File: config.mk
export PLATFORM = sky130hd
export DESIGN_NAME = chacha20_stream_xor
export DESIGN_NICKNAME = d
export VERILOG_FILES = /design/src/sv/cc20_pkg.sv /design/src/sv/cc20_ctrl.sv /design/src/sv/cc20_dp.sv /design/src/sv/chacha20_stream_xor.sv
export SDC_FILE = /design/constraint.sdc
export NUM_CORES = 2
export LEC_CHECK = 0
export BUFFER_PORTS_ARGS = -buffer_cell sky130_fd_sc_hd__buf_2
export CAP_MARGIN = 20
export CORE_MARGIN = 1
export CORE_UTILIZATION = 51
export CTS_CLUSTER_DIAMETER = 150
export DETAILED_ROUTE_END_ITERATION = 7
export GPL_TIMING_DRIVEN = 0
export PLACE_DENSITY = 0.67
export SKIP_CTS_REPAIR_TIMING = 1
export SLEW_MARGIN = 15
export SYNTH_ARGS = -nofsm -noshare
export SYNTH_HDL_FRONTEND = slang
export SYNTH_SLANG_ARGS = --single-unit
File: constraint.sdc
create_clock -name clk -period 16.5 [get_ports clk]
set_clock_uncertainty 0.05 [all_clocks]
set_input_delay 0 -clock clk [delete_from_list [all_inputs] [get_ports clk]]
set_output_delay 0 -clock clk [all_outputs]
set_load 0.01 [all_outputs]
File: src/sv/cc20_pkg.sv
// ----------------------------------------------------------------------------
// cc20_pkg: shared types and constants for the ChaCha20 stream combiner
// Quarter-round function, state-machine states and controller commands.
// ----------------------------------------------------------------------------
`default_nettype none

package cc20_pkg;

  localparam logic [31:0] SIGMA0 = 32'h61707865;
  localparam logic [31:0] SIGMA1 = 32'h3320646e;
  localparam logic [31:0] SIGMA2 = 32'h79622d32;
  localparam logic [31:0] SIGMA3 = 32'h6b206574;

  localparam int unsigned BLOCK_BYTES = 64;
  localparam int unsigned QR_PER_DROUND = 8;

  localparam logic [2:0] REG_KEY0  = 3'd0;
  localparam logic [2:0] REG_KEY1  = 3'd1;
  localparam logic [2:0] REG_KEY2  = 3'd2;
  localparam logic [2:0] REG_KEY3  = 3'd3;
  localparam logic [2:0] REG_NONCE_LO = 3'd4;
  localparam logic [2:0] REG_NONCE_HI = 3'd5;

  typedef enum logic [2:0] {
    ST_IDLE,
    ST_LOAD,
    ST_ROUND,
    ST_FINAL,
    ST_OUT
  } cc20_state_t;

  // controller -> datapath
  typedef struct packed {
    logic       load;      // latch initial state from config and counter
    logic       qr_step;   // run one quarter-round
    logic [2:0] qr_sel;    // which of the eight quarter-rounds
    logic       finalize;  // feed-forward add into keystream block
    logic       emit;      // take input byte, load output register
    logic       ctr_clear; // end of message
  } cc20_cmd_t;

  // datapath -> controller
  typedef struct packed {
    logic       pos_zero;
    logic       out_full;
  } cc20_stat_t;

  typedef struct packed {
    logic [31:0] a;
    logic [31:0] b;
    logic [31:0] c;
    logic [31:0] d;
  } cc20_quad_t;

  function automatic logic [31:0] rotl(input logic [31:0] v, input int unsigned n);
    rotl = (v << n) | (v >> (32 - n));
  endfunction

  function automatic cc20_quad_t quarter_round(input cc20_quad_t q);
    cc20_quad_t r;
    r = q;
    r.a = r.a + r.b; r.d = rotl(r.d ^ r.a, 16);
    r.c = r.c + r.d; r.b = rotl(r.b ^ r.c, 12);
    r.a = r.a + r.b; r.d = rotl(r.d ^ r.a, 8);
    r.c = r.c + r.d; r.b = rotl(r.b ^ r.c, 7);
    return r;
  endfunction

endpackage

`default_nettype wire

File: src/sv/cc20_ctrl.sv
// ----------------------------------------------------------------------------
// cc20_ctrl: sequencer for block generation and byte requests
// Runs DOUBLE_ROUNDS x 8 quarter-rounds when a block is needed, then serves
// byte requests until the position wraps or a message ends.
// ----------------------------------------------------------------------------
`default_nettype none

module cc20_ctrl #(
  parameter int unsigned DOUBLE_ROUNDS = 10
) (
  input  wire logic               clk,
  input  wire logic               rst,
  input  wire logic               in_valid,
  input  wire logic               in_last,
  output logic                    in_ready,
  input  wire cc20_pkg::cc20_stat_t stat,
  output cc20_pkg::cc20_cmd_t     cmd
);
  import cc20_pkg::*;

  localparam int unsigned QR_TOTAL = DOUBLE_ROUNDS * QR_PER_DROUND;
  localparam int unsigned QW = $clog2(QR_TOTAL);

  cc20_state_t   state, state_next;
  logic [QW-1:0] qr_cnt, qr_cnt_next;

  always_ff @(posedge clk) begin
    if (rst) begin
      state  <= ST_IDLE;
      qr_cnt <= '0;
    end else begin
      state  <= state_next;
      qr_cnt <= qr_cnt_next;
    end
  end

  always_comb begin
    state_next  = state;
    qr_cnt_next = qr_cnt;
    cmd         = '0;
    cmd.qr_sel  = qr_cnt[2:0];
    in_ready    = 1'b0;
    unique case (state)
      ST_IDLE: begin
        if (in_valid) begin
          if (stat.pos_zero) begin
            state_next = ST_LOAD;
          end else begin
            state_next = ST_OUT;
          end
        end
      end
      ST_LOAD: begin
        cmd.load    = 1'b1;
        qr_cnt_next = '0;
        state_next  = ST_ROUND;
      end
      ST_ROUND: begin
        cmd.qr_step = 1'b1;
        if (qr_cnt == QW'(QR_TOTAL - 1)) begin
          state_next = ST_FINAL;
        end else begin
          qr_cnt_next = qr_cnt + QW'(1);
        end
      end
      ST_FINAL: begin
        cmd.finalize = 1'b1;
        state_next   = ST_OUT;
      end
      ST_OUT: begin
        // serve one byte request, then return to idle
        in_ready = !stat.out_full;
        if (in_valid && !stat.out_full) begin
          cmd.emit      = 1'b1;
          cmd.ctr_clear = in_last;
          state_next    = ST_IDLE;
        end
      end
      default: state_next = ST_IDLE;
    endcase
  end

endmodule

`default_nettype wire

File: src/sv/cc20_dp.sv
// ----------------------------------------------------------------------------
// cc20_dp: ChaCha20 datapath
// Working state, one quarter-round unit, keystream block, counter, position
// and the output register.
// ----------------------------------------------------------------------------
`default_nettype none

module cc20_dp (
  input  wire logic                clk,
  input  wire logic                rst,
  input  wire logic [255:0]        key,
  input  wire logic [95:0]         nonce,
  input  wire cc20_pkg::cc20_cmd_t cmd,
  output cc20_pkg::cc20_stat_t     stat,
  input  wire logic [7:0]          in_byte,
  input  wire logic                in_last,
  output logic [7:0]               out_byte,
  output logic                     out_last,
  output logic                     out_valid,
  input  wire logic                out_ready
);
  import cc20_pkg::*;

  logic [31:0] init_w [16];
  logic [31:0] work   [16];
  logic [31:0] ks     [16];
  logic [31:0] block_counter;
  logic [5:0]  byte_position;
  logic [3:0]  ia, ib, ic, id;
  cc20_quad_t  qin, qout;
  logic [31:0] ks_word;
  logic [7:0]  ks_byte;

  always_comb begin
    for (int i = 0; i < 8; i++) begin
      init_w[4 + i] = key[32*i +: 32];
    end
    init_w[0]  = SIGMA0;
    init_w[1]  = SIGMA1;
    init_w[2]  = SIGMA2;
    init_w[3]  = SIGMA3;
    init_w[12] = block_counter;
    init_w[13] = nonce[31:0];
    init_w[14] = nonce[63:32];
    init_w[15] = nonce[95:64];
  end

  // column rounds for sel 0..3, diagonal rounds for 4..7
  always_comb begin
    logic [1:0] k;
    k = cmd.qr_sel[1:0];
    ia = {2'b00, k};
    if (!cmd.qr_sel[2]) begin
      ib = {2'b01, k};
      ic = {2'b10, k};
      id = {2'b11, k};
    end else begin
      ib = {2'b01, k + 2'd1};
      ic = {2'b10, k + 2'd2};
      id = {2'b11, k + 2'd3};
    end
    qin.a = work[ia];
    qin.b = work[ib];
    qin.c = work[ic];
    qin.d = work[id];
    qout  = quarter_round(qin);
  end

  always_ff @(posedge clk) begin
    if (cmd.load) begin
      work <= init_w;
    end else if (cmd.qr_step) begin
      work[ia] <= qout.a;
      work[ib] <= qout.b;
      work[ic] <= qout.c;
      work[id] <= qout.d;
    end
    if (cmd.finalize) begin
      for (int i = 0; i < 16; i++) begin
        ks[i] <= work[i] + init_w[i];
      end
    end
  end

  always_ff @(posedge clk) begin
    if (rst) begin
      block_counter <= '0;
      byte_position <= '0;
    end else begin
      if (cmd.finalize) begin
        block_counter <= block_counter + 32'd1;
      end
      if (cmd.emit) begin
        if (cmd.ctr_clear) begin
          block_counter <= '0;
          byte_position <= '0;
        end else begin
          byte_position <= byte_position + 6'd1;
        end
      end
    end
  end

  assign ks_word = ks[byte_position[5:2]];
  assign ks_byte = ks_word[{byte_position[1:0], 3'b000} +: 8];

  always_ff @(posedge clk) begin
    if (rst) begin
      out_valid <= 1'b0;
    end else if (cmd.emit) begin
      out_valid <= 1'b1;
    end else if (out_ready) begin
      out_valid <= 1'b0;
    end
  end

  always_ff @(posedge clk) begin
    if (cmd.emit) begin
      out_byte <= in_byte ^ ks_byte;
      out_last <= in_last;
    end
  end

  assign stat.pos_zero = (byte_position == 6'd0);
  assign stat.out_full = out_valid && !out_ready;

endmodule

`default_nettype wire

File: src/sv/chacha20_stream_xor.sv
// ----------------------------------------------------------------------------
// chacha20_stream_xor: ChaCha20 (IETF) keystream XOR on a byte stream
// Timing: a request within a block passes through IDLE and OUT to acceptance;
//   a request that opens a block passes first through LOAD, the ROUND
//   quarter-round steps and FINAL. Acceptance waits while a result is stalled;
//   the result is registered and valid in the cycle after acceptance.
// Throughput: after each accepted byte the controller returns to IDLE first.
// Reset: rst synchronous; clears counter, position, FSM and config registers.
// ----------------------------------------------------------------------------
`default_nettype none

module chacha20_stream_xor #(
  parameter int unsigned DOUBLE_ROUNDS = 10
) (
  input  wire logic        clk,
  input  wire logic        rst,
  input  wire logic        cfg_valid,
  output logic             cfg_ready,
  input  wire logic [2:0]  cfg_index,
  input  wire logic [63:0] cfg_data,
  input  wire logic        s_axis_tvalid,
  output logic             s_axis_tready,
  input  wire logic [7:0]  s_axis_tdata,   // [7:0] data_byte
  input  wire logic        s_axis_tlast,
  output logic             m_axis_tvalid,
  input  wire logic        m_axis_tready,
  output logic [7:0]       m_axis_tdata,   // [7:0] result_byte
  output logic             m_axis_tlast
);
  import cc20_pkg::*;

  logic [255:0] key;
  logic [95:0]  nonce;
  cc20_cmd_t    cmd;
  cc20_stat_t   stat;

  assign cfg_ready = 1'b1;

  always_ff @(posedge clk) begin
    if (rst) begin
      key   <= '0;
      nonce <= '0;
    end else if (cfg_valid) begin
      unique case (cfg_index)
        REG_KEY0:     key[63:0]     <= cfg_data;
        REG_KEY1:     key[127:64]   <= cfg_data;
        REG_KEY2:     key[191:128]  <= cfg_data;
        REG_KEY3:     key[255:192]  <= cfg_data;
        REG_NONCE_LO: nonce[63:0]   <= cfg_data;
        REG_NONCE_HI: nonce[95:64]  <= cfg_data[31:0];
        default: ;
      endcase
    end
  end

  cc20_ctrl #(.DOUBLE_ROUNDS(DOUBLE_ROUNDS)) u_ctrl (
    .clk      (clk),
    .rst      (rst),
    .in_valid (s_axis_tvalid),
    .in_last  (s_axis_tlast),
    .in_ready (s_axis_tready),
    .stat     (stat),
    .cmd      (cmd)
  );

  cc20_dp u_dp (
    .clk       (clk),
    .rst       (rst),
    .key       (key),
    .nonce     (nonce),
    .cmd       (cmd),
    .stat      (stat),
    .in_byte   (s_axis_tdata),
    .in_last   (s_axis_tlast),
    .out_byte  (m_axis_tdata),
    .out_last  (m_axis_tlast),
    .out_valid (m_axis_tvalid),
    .out_ready (m_axis_tready)
  );

endmodule

`default_nettype wire

==> reports/qor.txt <==
Outcome = complete, but fails checks
Violated checks = antenna violations, negative setup slack
Starting Density = 0.515
Startpoint Class = register
WS Path Type = register to register
Global route overflow = 0
Max Transition Viols Final = 0
Worst endpoint data arrival time = 17.22 ns
CTS Sinks = 1438
Routed vias/inst = 6.65
CP bufs+invs = 10
PortBufs = 90
Crit-path most repeated cell = a21oi_2
Synth cell types = 98
Worst reg2reg path startpoint = u_ctrl.qr_cnt[0]
Final #Nets = 8959
Multi-input gate area = 0.0441 mm²
EDFF count, synth = 905
DRC violations left = 0
Fin. Hold Viols = 0
Routed via count = 71200
H-tree levels = 4
Netlist Area Pre-Place = 0.0828 mm²
Final setup fails = 12
R2r setup slk = -0.16 ns
Clk buf depth = 3
Core ar. = 0.161 mm²
Setup TNS = -1.06 ns
Synth Instances = 7906
ANT nets after route = 1
Layout cell share with drive strength beyond 1 = 0.124
Ys Warns = 0
Post-synthesis register bit count = 1438
Tmin final = 16.66 ns
FF+latch area = 0.0379 mm²
Chip Width = 405 µm
Later-pin clock latency in the skew report = 0.87 ns
CP peak stage delay = 0.66 ns
Commonest cells after routing, fill and taps aside = nand2_1, edfxtp_1, a21oi_1
GP Congestion = 1.08
CTS tree = yes
Met1 Use GR = 0.553
Worst min-delay path class = input port to register
Reg clk slew, reported paths = 0.06 ns
Rows = 147
CP endpoint kind = register
CP startpoint = u_ctrl.qr_cnt[0]
Die area = 0.164 mm²
Met2 GRT Util = 0.689
Max Cap Viol = 0
Syn_nets = 8500
Top_reg_cell synth = edfxtp_1
Final Cycle Share = 1.01
Largest net degree at the start of global routing = 112
CP Data Required Time = 17.07 ns
First-pass GRT wire length = 517000 µm
Initial DRC Count = 10000
CP max-delay cell = mux4_2
Ports = 93
Clk Tree Root Cell = clkbuf_16
M3 GR Usage = 0.161
Fmax = 60.0 MHz
Average routed wire per standard cell = 36.2 µm
Initial antenna violation count = 68
Post-Route WL = 388000 µm
Post-synth ARST share = 0
Final Worst Setup Slack = -0.155 ns
Grt peak-use layer = met2
Commonest non-fill, non-tap cell in the layout = nand2_1
Vias in the first global route = 66200
Dpl hpwl = 316000 µm
Relative slew slack = 0.109
Synth-to-layout area growth = 15.1%
Die Span Y = 405 µm
Maximum fanout along the worst path = 11
Min-delay src = cfg_index[2]
Tightest Pin Transition = 1.34 ns
CTS buffer count = 161
1st-pass router iterations = 6
Total Routing Usage GR = 0.465
Delay-heaviest family, CP = compound AO/OA/AOI/OAI gates
Fillers = 13500
Syn Area/Cell = 10.5 µm²
Sequential area share after synthesis = 0.457
per-layer routing:
layer | vias up | part of all wire
li1 | 30000 | -
met1 | 34900 | 0.35
met2 | 5055 | 0.43
met3 | 1239 | 0.13
met4 | 48 | 0.090
met5 | - | 0.00085
registers in the layout, indices dropped and copies added, names as in the netlist, named ones only:
signal / flops
u_dp.work: 512
u_dp.byte_position: 6
u_ctrl.qr_cnt: 7
u_dp.ks: 512
u_ctrl.state: 3
key: 256
u_dp.out_byte: 8
u_dp.out_valid: 1
u_dp.block_counter: 32
u_dp.out_last: 1
nonce: 96
final cells by class:
type | instances | area share
multi-input combinational | 5904 | 0.463
tap | 2160 | 0.0284
buffer | 328 | 0.0158
inverter | 235 | 0.00937
clock inverter | 71 | 0.00834
timing repair buffer | 297 | 0.0287
antenna | 39 | 0.00102
sequential | 1438 | 0.397
clock buffer | 233 | 0.0484
worst min-delay path, cell delays in order:
cell	delay (ns)
buf_2	0.16
nor2b_1	0.06
clkbuf_1	0.15
nand2_1	0.12
nor2_2	0.19
nand2_1	0.12
a21oi_1	0.06
cell families (layout without fill, tap and decap cells):
family          count (synthesis)  count (layout)  synth area share
compound gates               1937            1937             0.149
simple gates                 2411            2411             0.127
fa+ha+maj                     515             515            0.0792
mux                           332             332            0.0840
buf+inv                       564            1164            0.0267
flops                        1438            1438             0.457
xor+xnor                      708             708            0.0769
other cells                     1              40         0.0000453
through the flow:
stage | area, µm² | utilization | worst slack (ns) | hold WS, ns | instances
3_3_place_gp | 86000 | 0.534 | -9.47 | 0.147 | 10200
3_5_place_dp | 87300 | 0.542 | -6.78 | 0.155 | 10200
6_report | 95300 | 0.592 | -0.155 | 0.00572 | 10700
4_1_cts | 92700 | 0.576 | -6.84 | -0.735 | 10500
2_1_floorplan | 82800 | - | 1.77 | 0.0489 | 7906
5_1_grt | 95200 | 0.592 | -0.200 | 0.0551 | 10700
cells in the mapped netlist, types with 8 or more instances:
library cell | instances | area [µm²]
o21ai_1 | 10 | 50.1
a31o_2 | 28 | 245
o21a_1 | 54 | 405
nor2_1 | 411 | 1540
nand3b_1 | 8 | 60.1
a2111oi_0 | 12 | 105
nor2b_1 | 68 | 425
mux2_2 | 11 | 124
inv_1 | 233 | 875
edfxtp_1 | 905 | 27200
a21oi_1 | 743 | 3720
a21boi_0 | 59 | 443
o21ai_0 | 340 | 1700
nor3b_1 | 24 | 180
nor4_1 | 11 | 68.8
or3_1 | 51 | 319
a211oi_1 | 45 | 338
fa_1 | 16 | 320
nand2b_1 | 64 | 400
buf_1 | 35 | 131
nand4_1 | 12 | 75.1
mux4_2 | 289 | 6510
nand3_1 | 130 | 651
dfxtp_1 | 533 | 10700
or2_2 | 35 | 219
nor3_1 | 127 | 636
clkbuf_1 | 280 | 1050
nor4b_1 | 9 | 78.8
a31oi_1 | 38 | 238
o311ai_0 | 13 | 114
a22o_1 | 238 | 2080
a21o_1 | 100 | 751
nand2_1 | 1332 | 5000
o31a_1 | 13 | 114
o21bai_1 | 36 | 270
xor2_1 | 241 | 2110
xnor2_1 | 455 | 3990
a211o_1 | 8 | 70.1
o31ai_1 | 51 | 383
mux2i_1 | 32 | 320
and2_1 | 25 | 156
ha_1 | 497 | 6220
o211ai_1 | 79 | 593
and3_1 | 80 | 500
path summary, 6_finish.rpt:
check,end,depth (start not counted)
min reg2reg,u_dp.ks[2][0],0
min,key[191],7
max,u_dp.work[326],68
max reg2reg,u_dp.work[326],68
Power is left out: the tool's default activity adds up to more than one toggle a clock period on the data nets, which glitch-free logic cannot reach.
